===== config.mk =====
export PLATFORM = sky130hd
export DESIGN_NAME = near_prime_tester
export DESIGN_NICKNAME = d
export VERILOG_FILES = /design/src/npt_pkg.sv /design/src/near_prime_tester.sv /design/src/npt_datapath.sv /design/src/npt_ctrl.sv
export SDC_FILE = /design/constraint.sdc
export NUM_CORES = 1
export LEC_CHECK = 0
export BUFFER_PORTS_ARGS = -buffer_cell sky130_fd_sc_hd__buf_4
export CORE_UTILIZATION = 35
export CTS_CLUSTER_DIAMETER = 50
export DETAILED_ROUTE_END_ITERATION = 8
export PLACE_DENSITY = 0.48
export SLEW_MARGIN = 15
export SYNTH_ARGS = -nofsm -noshare
export SYNTH_HDL_FRONTEND = slang
export SYNTH_HIERARCHICAL = 1
export SYNTH_SLANG_ARGS = --single-unit

===== constraint.sdc =====
create_clock -name clk -period 6.65 [get_ports clk]
set_input_delay 0.3325 -clock clk [delete_from_list [all_inputs] [get_ports clk]]
set_output_delay 0.3325 -clock clk [all_outputs]
set_load 0.005 [all_outputs]

===== src/npt_pkg.sv =====
`default_nettype none

package npt_pkg;

	// Width of the running near-prime count and of the near_total field.
	localparam int unsigned COUNT_W = 32;
	localparam logic [COUNT_W-1:0] COUNT_MAX = '1;

	// Output stream: above_is_prime, below_is_prime, is_near_prime, near_total.
	localparam int unsigned OUT_BITS = 3 + COUNT_W;
	localparam int unsigned OUT_W    = ((OUT_BITS + 7) / 8) * 8;

	// Commands from the controller to the datapath.
	typedef struct packed {
		logic load;       // capture the input value
		logic init_cand;  // form a candidate, restart the divisor at two
		logic below;      // candidate is value-1 (else value+1)
		logic start_div;  // load the divider with the candidate
		logic div_step;   // one restoring division step
		logic advance;    // move to the next trial divisor
		logic mark;       // record the prime flag of the current candidate
		logic prime;      // flag value to record
		logic finish;     // update the count and the output flags
	} npt_cmd_t;

	// Status from the datapath to the controller.
	typedef struct packed {
		logic low_cand;   // candidate is 1 or less
		logic sq_gt;      // divisor squared exceeds the candidate
		logic div_last;   // the division is on its final step
		logic rem_zero;   // remainder of the finished division is zero
	} npt_stat_t;

endpackage

`default_nettype wire


===== src/near_prime_tester.sv =====
// Near-prime tester.
// Each input transaction on the s_ stream carries one signed value. The block
// tests value+1 and value-1 for primality by trial division and returns one
// result transaction on the m_ stream: both prime flags, their OR, and the
// running count of near-prime items including this one (saturating at all ones).
// Items are processed one at a time. Each neighbor is tested against its trial
// divisors in turn: the divider is a restoring unit that retires one dividend
// bit per cycle.
// s_tready is high only while the block is idle.
// The result sits in an output register, so the next item is accepted while it
// waits; if the receiver holds m_tready low, the block finishes that next item
// and then waits until the previous result is taken.
// Reset clears the count, drops m_tvalid and returns the block to idle.
`default_nettype none

module near_prime_tester #(
	parameter int unsigned VALUE_WIDTH = 32
) (
	input  wire                              clk,
	input  wire                              arst_n,
	input  wire                              s_tvalid,
	output logic                             s_tready,
	// value (two's complement; low VALUE_WIDTH bits used)
	input  wire  [((((VALUE_WIDTH > 32) ? VALUE_WIDTH : 32) + 7) / 8) * 8 - 1:0] s_tdata,
	output logic                             m_tvalid,
	input  wire                              m_tready,
	// above_is_prime, below_is_prime, is_near_prime, near_total, zero fill
	output logic [npt_pkg::OUT_W-1:0]        m_tdata
);
	import npt_pkg::*;

	npt_cmd_t  cmd;
	npt_stat_t stat;

	logic               above_is_prime;
	logic               below_is_prime;
	logic               is_near_prime;
	logic [COUNT_W-1:0] near_total;

	npt_ctrl u_ctrl (
		.clk      (clk),
		.arst_n   (arst_n),
		.s_tvalid (s_tvalid),
		.s_tready (s_tready),
		.m_tvalid (m_tvalid),
		.m_tready (m_tready),
		.stat     (stat),
		.cmd      (cmd)
	);

	npt_datapath #(
		.VALUE_WIDTH (VALUE_WIDTH)
	) u_datapath (
		.clk            (clk),
		.arst_n         (arst_n),
		.value          (s_tdata[VALUE_WIDTH-1:0]),
		.cmd            (cmd),
		.stat           (stat),
		.above_is_prime (above_is_prime),
		.below_is_prime (below_is_prime),
		.is_near_prime  (is_near_prime),
		.near_total     (near_total)
	);

	assign m_tdata = OUT_W'({near_total, is_near_prime, below_is_prime, above_is_prime});

endmodule

`default_nettype wire


===== src/npt_datapath.sv =====
`default_nettype none

module npt_datapath #(
	parameter int unsigned VALUE_WIDTH = 32
) (
	input  wire                           clk,
	input  wire                           arst_n,
	input  wire  [VALUE_WIDTH-1:0]        value,
	input  wire  npt_pkg::npt_cmd_t       cmd,
	output npt_pkg::npt_stat_t            stat,
	output logic                          above_is_prime,
	output logic                          below_is_prime,
	output logic                          is_near_prime,
	output logic [npt_pkg::COUNT_W-1:0]   near_total
);
	import npt_pkg::*;

	// Candidates are one bit wider than the value so that +1 and -1 never wrap.
	localparam int unsigned CW   = VALUE_WIDTH + 1;
	localparam int unsigned DW   = CW / 2 + 2;
	localparam int unsigned SW   = CW + 1;
	localparam int unsigned CNTW = $clog2(CW + 1);

	logic [VALUE_WIDTH-1:0] value_q;
	logic [CW-1:0]          cand_q;
	logic [DW-1:0]          div_q;
	logic [SW-1:0]          sq_q;
	logic [DW-1:0]          rem_q;
	logic [CW-1:0]          dvd_q;
	logic [CNTW-1:0]        cnt_q;
	logic                   above_q;
	logic                   below_q;
	logic                   out_above_q;
	logic                   out_below_q;
	logic [COUNT_W-1:0]     near_count_q;

	logic [CW-1:0] value_ext;
	logic [CW-1:0] cand_next;
	logic [DW:0]   rem_shift;
	logic [DW-1:0] rem_next;
	logic          near_item;

	assign value_ext = {value_q[VALUE_WIDTH-1], value_q};
	assign cand_next = cmd.below ? value_ext - CW'(1) : value_ext + CW'(1);

	// One restoring step: bring in the next dividend bit, subtract if it fits.
	assign rem_shift = {rem_q, dvd_q[CW-1]};
	always_comb begin
		if (rem_shift >= {1'b0, div_q}) begin
			rem_next = DW'(rem_shift - {1'b0, div_q});
		end else begin
			rem_next = rem_shift[DW-1:0];
		end
	end

	assign stat.low_cand = $signed(cand_q) < $signed(CW'(2));
	assign stat.sq_gt    = sq_q > {1'b0, cand_q};
	assign stat.div_last = cnt_q == CNTW'(1);
	assign stat.rem_zero = rem_q == '0;

	assign near_item = above_q | below_q;

	always_ff @(posedge clk) begin
		if (cmd.load) begin
			value_q <= value;
		end
		if (cmd.init_cand) begin
			cand_q <= cand_next;
			div_q  <= DW'(2);
			sq_q   <= SW'(4);
		end
		if (cmd.advance) begin
			// (d+1)^2 = d^2 + 2d + 1
			div_q <= div_q + DW'(1);
			sq_q  <= sq_q + SW'({div_q, 1'b1});
		end
		if (cmd.start_div) begin
			dvd_q <= cand_q;
			rem_q <= '0;
		end
		if (cmd.div_step) begin
			dvd_q <= {dvd_q[CW-2:0], 1'b0};
			rem_q <= rem_next;
		end
		if (cmd.mark) begin
			if (cmd.below) begin
				below_q <= cmd.prime;
			end else begin
				above_q <= cmd.prime;
			end
		end
		if (cmd.finish) begin
			out_above_q <= above_q;
			out_below_q <= below_q;
		end
	end

	always_ff @(posedge clk or negedge arst_n) begin
		if (!arst_n) begin
			cnt_q        <= '0;
			near_count_q <= '0;
		end else begin
			if (cmd.start_div) begin
				cnt_q <= CNTW'(CW);
			end else if (cmd.div_step) begin
				cnt_q <= cnt_q - CNTW'(1);
			end
			if (cmd.finish && near_item && near_count_q != COUNT_MAX) begin
				near_count_q <= near_count_q + COUNT_W'(1);
			end
		end
	end

	// The count only moves when a new result is loaded, so it serves as near_total.
	assign above_is_prime = out_above_q;
	assign below_is_prime = out_below_q;
	assign is_near_prime  = out_above_q | out_below_q;
	assign near_total     = near_count_q;

	a_rem_below_divisor: assert property (@(posedge clk) disable iff (!arst_n)
		cmd.div_step |-> rem_q < div_q)
		else $error("remainder not below the trial divisor");

	a_count_monotone: assert property (@(posedge clk) disable iff (!arst_n)
		cmd.finish |=> near_count_q >= $past(near_count_q))
		else $error("near-prime count went down");

endmodule

`default_nettype wire


===== src/npt_ctrl.sv =====
`default_nettype none

module npt_ctrl (
	input  wire                       clk,
	input  wire                       arst_n,
	input  wire                       s_tvalid,
	output logic                      s_tready,
	output logic                      m_tvalid,
	input  wire                       m_tready,
	input  wire  npt_pkg::npt_stat_t  stat,
	output npt_pkg::npt_cmd_t         cmd
);
	import npt_pkg::*;

	typedef enum logic [5:0] {
		S_IDLE  = 6'b000001,
		S_CAND  = 6'b000010,
		S_CHECK = 6'b000100,
		S_DIV   = 6'b001000,
		S_TEST  = 6'b010000,
		S_OUT   = 6'b100000
	} npt_state_t;

	npt_state_t state_q, state_d;
	logic       below_q, below_d;
	logic       out_valid_q;
	logic       cand_done;

	assign s_tready = state_q == S_IDLE;
	assign m_tvalid = out_valid_q;

	always_comb begin
		state_d   = state_q;
		below_d   = below_q;
		cand_done = 1'b0;
		cmd       = '0;
		cmd.below = below_q;
		unique case (state_q)
			S_IDLE: begin
				if (s_tvalid) begin
					cmd.load = 1'b1;
					below_d  = 1'b0;
					state_d  = S_CAND;
				end
			end
			S_CAND: begin
				cmd.init_cand = 1'b1;
				state_d       = S_CHECK;
			end
			S_CHECK: begin
				if (stat.low_cand || stat.sq_gt) begin
					cmd.mark  = 1'b1;
					cmd.prime = !stat.low_cand;
					cand_done = 1'b1;
				end else begin
					cmd.start_div = 1'b1;
					state_d       = S_DIV;
				end
			end
			S_DIV: begin
				cmd.div_step = 1'b1;
				if (stat.div_last) begin
					state_d = S_TEST;
				end
			end
			S_TEST: begin
				if (stat.rem_zero) begin
					cmd.mark  = 1'b1;
					cmd.prime = 1'b0;
					cand_done = 1'b1;
				end else begin
					cmd.advance = 1'b1;
					state_d     = S_CHECK;
				end
			end
			S_OUT: begin
				if (!out_valid_q || m_tready) begin
					cmd.finish = 1'b1;
					state_d    = S_IDLE;
				end
			end
			default: begin
				state_d = S_IDLE;
			end
		endcase
		// After value+1 comes value-1, then the result.
		if (cand_done) begin
			if (below_q) begin
				state_d = S_OUT;
			end else begin
				below_d = 1'b1;
				state_d = S_CAND;
			end
		end
	end

	always_ff @(posedge clk or negedge arst_n) begin
		if (!arst_n) begin
			state_q     <= S_IDLE;
			below_q     <= 1'b0;
			out_valid_q <= 1'b0;
		end else begin
			state_q <= state_d;
			below_q <= below_d;
			if (cmd.finish) begin
				out_valid_q <= 1'b1;
			end else if (m_tready) begin
				out_valid_q <= 1'b0;
			end
		end
	end

	a_div_ends_in_test: assert property (@(posedge clk) disable iff (!arst_n)
		(state_q == S_DIV && stat.div_last) |=> state_q == S_TEST)
		else $error("division did not end in the remainder test");

	a_finish_slot_free: assert property (@(posedge clk) disable iff (!arst_n)
		cmd.finish |-> (!out_valid_q || m_tready))
		else $error("result overwritten before it was taken");

endmodule

`default_nettype wire


==> flow_summary.yaml <==
outcome:
  status: "complete, no violations"
clock_network:
  cts-root-buf: "clkbuf_16"
  cts.htree.levels: 2
  cts_buffer_depth: 3
  numCtsBuffers: 37
  clk_pin_slew_ns: 0.05
  cts_num_sinks: 218
  postCtsSetupBuffers: 0
  cts_tree: "built"
  clk_latency_ns: 0.53
layout:
  syn_to_final_growth_pct: 20.4
  fin_area_um2: 16100
  nets: 1565
  antennaDiodeCount: 0
  utilization_pct: 42.9
  drive_gt1_share_pct: 11.9
global_route:
  antenna_found_initial: 0
  grt_overflow: 0
  grt_pass1_wl_mm: 49.5
  grt_max_degree: 57
  grt_pass1_vias: 9658
  grt_use_total_pct: 15.8
worst_setup_path:
  r2r-end: "u_datapath/rem_q[4]"
  cp-endpoint: "u_datapath/rem_q[4]"
  startpoint: "u_datapath/cand_q[3]"
  regToRegSetupSlack_ns: 2.41
  cp-end-kind: "register"
  rr_startpoint: "u_datapath/cand_q[3]"
  crit_path_start_kind: "register"
  critPathMaxFanout: 50
  crit_type: "register to register"
  worstPathArrival_ns: 4.37
  rr_worst_depth: 13
  crit_required_ns: 6.78
timing:
  fin_skew_ns: 0.0331
  max_freq_mhz: 236
  worst_pin_slew_ns: 0.950
  setup_viol: 0
  hold_slack_ns: 0.105
  rsz0062_at_grt: "false"
  slew_viol_final: 0
  setup_ws_ns: 2.41
  setup_tns_ns: 0
  hold_violations: 0
  fin_crit_ns: 4.24
  min_period_over_period_pct: 63.8
  slew_headroom_pct: 36.6
floorplanning:
  die_y_um: 198
  die_x_um: 198
  ioPinCount: 78
  die_area_um2: 39100
  core_um2: 37700
  start_util_pct: 35.6
  std_cell_rows: 71
logic_synthesis:
  yosysWarningCount: 6
  synth-main-ff-cell: "edfxtp_1"
  synth_edf_count: 171
  syn_inst: 1304
  synthArstFlopShare_pct: 21.1
  syn-mean-instance-area_um2: 10.3
  synth_seq_cells: 218
  syn_area_um2: 13400
  ys_seq_area_share_pct: 47.0
  synth.distinct_cells: 84
placed_design:
  place_area_um2: 14500
  hpwl_mm: 21.2
  pre_cts_ws_ns: 2.30
  finalWeightedCongestion: 0.829
  numPortBuffers: 72
routing:
  dr_total_vias: 9723
  dr.pass1.iters: 4
  via_per_inst: 4.96
  wirelength_mm: 30.1
  ant_nets: 0
  drcViolationCount: 0
  drt_iter0_markers: 507
  routedWlPerCell_um: 15.3
power_and_ir_drop:
  p_per_area_nw_per_um2: 361
  max-vdd-ir-drop_mv: 0.232
  leakage_nw: 6.49
flow_run:
  cap_violations: 0
worst_hold_path:
  hold_path_class: "input pin to register"
==> stage by stage <==
stage               cells  total power, W
global placement     1861         0.00376
global route         1961         0.00619
finish               1961         0.00582
CTS                  1961         0.00590
floorplan            1308         0.00332
detailed placement   1861         0.00378
==> logic make-up after synthesis <==
group	synth area share, %
XOR/XNOR	7.38
multiplexers	0.980
flip-flops	47.0
AO/OA/AOI/OAI	13.5
AND/OR/NAND/NOR	17.0
other	0.0280
adder cells (fa/ha/maj)	10.2
buffers and inverters	3.90
==> power by group <==
| part | leakage, nW | switching [W] | internal [W] |
|---|---|---|---|
| Combinational | 3.70 | 0.00106 | 0.000755 |
| Sequential | 2.14 | 0.000167 | 0.00178 |
| Clock | 0.646 | 0.000702 | 0.00135 |
==> routing by layer <==
layer	track usage [%]	up-vias	routed length, µm
met5	0	-	0
met4	5.43	0	733
met3	2.47	47	1010
met2	26.1	143	13800
met1	21.1	4538	14600
li1	-	4995	-
==> repair_timing <==
item                                    in CTS  in global routing
endpoints found under the setup margin       0                  0
hold endpoints to repair                    77                  0
hold buffers                                33                  0
gates resized for setup                      0                  0
==> Yosys cell counts, types with 4 or more instances <==
cell	count	area, µm²
o31ai_1	6	45.0
o21a_1	11	82.6
buf_2	4	20.0
nor4_1	21	131
xnor2_1	83	727
nor2b_1	19	119
nor2_1	113	424
edfxtp_1	171	5130
ha_1	104	1300
or4_1	4	30.0
xor2_1	30	263
inv_1	83	312
or3_1	9	56.3
nand3_1	32	160
nand4_1	29	181
and2_1	11	68.8
and3_1	17	106
o22ai_1	5	31.3
a21oi_1	70	350
or2_2	6	37.5
o21ai_1	4	20.0
buf_4	12	90.1
mux2i_1	12	120
a211oi_1	10	75.1
o21bai_1	10	75.1
clkbuf_1	20	75.1
and4_1	12	105
o211ai_1	9	67.6
a21o_1	31	233
o21ai_0	71	355
nand2_1	125	469
nor3_1	26	130
dfrtp_1	45	1130
nand2b_1	12	75.1
==> worst min-delay path by stage <==
stage,end,cells past startpoint,start,slack [ns]
2_1_floorplan,u_ctrl/below_q,0,arst_n,0.04
3_3_place_gp,u_datapath/near_total[6],1,arst_n,0.39
3_5_place_dp,u_datapath/near_total[5],1,arst_n,0.40
4_1_cts,u_ctrl/m_tvalid,3,m_tready,0.08
5_1_grt,u_ctrl/m_tvalid,3,m_tready,0.11
6_report,u_ctrl/m_tvalid,3,m_tready,0.11
==> layout by cell type, fill, tap and decap left out, types with 30 or more instances in the layout <==
| cell | Yosys | layout |
|---|---|---|
| nand2_1 | 125 | 125 |
| o21ai_0 | 71 | 71 |
| dlygate4sd3_1 | 0 | 33 |
| a21o_1 | 31 | 31 |
| xnor2_1 | 83 | 83 |
| edfxtp_1 | 171 | 171 |
| ha_1 | 104 | 104 |
| clkbuf_16 | 0 | 39 |
| inv_1 | 83 | 83 |
| dfrtp_1 | 45 | 45 |
| nor2_1 | 113 | 112 |
| buf_4 | 12 | 82 |
| nand3_1 | 32 | 32 |
| xor2_1 | 30 | 30 |
| a21oi_1 | 70 | 70 |
==> area by class of cell <==
type,instances,area (µm²)
repair buffers,115,946
fillers,3657,21500
well taps,511,639
flip-flops and latches,218,6310
multi-input cells,966,6610
clock inverters,25,345
inverters,84,315
clock buffers,42,987
==> state kept, by name, summed over array words and instances (netlist names), 6 cells and up <==
name,count
u_datapath/div_q,18
u_datapath/rem_q,18
u_datapath/cnt_q,6
u_datapath/cand_q,33
u_datapath/value_q,32
u_datapath/sq_q,34
u_datapath/near_total,32
u_datapath/dvd_q,33
u_ctrl/state_q,6
==> critical path, cell delays in order, from the launching register on <==
cell	delay (ns)
edfxtp_1	0.37
inv_1	0.06
ha_1	0.32
a21o_1	0.16
a21o_1	0.17
a21oi_1	0.15
o211ai_1	0.17
a21oi_1	0.19
a211oi_1	0.10
a2111oi_0	0.39
a21oi_1	0.17
nor2_2	0.79
or2_2	0.23
buf_4	0.55
Power figures use the tool's default switching activity.
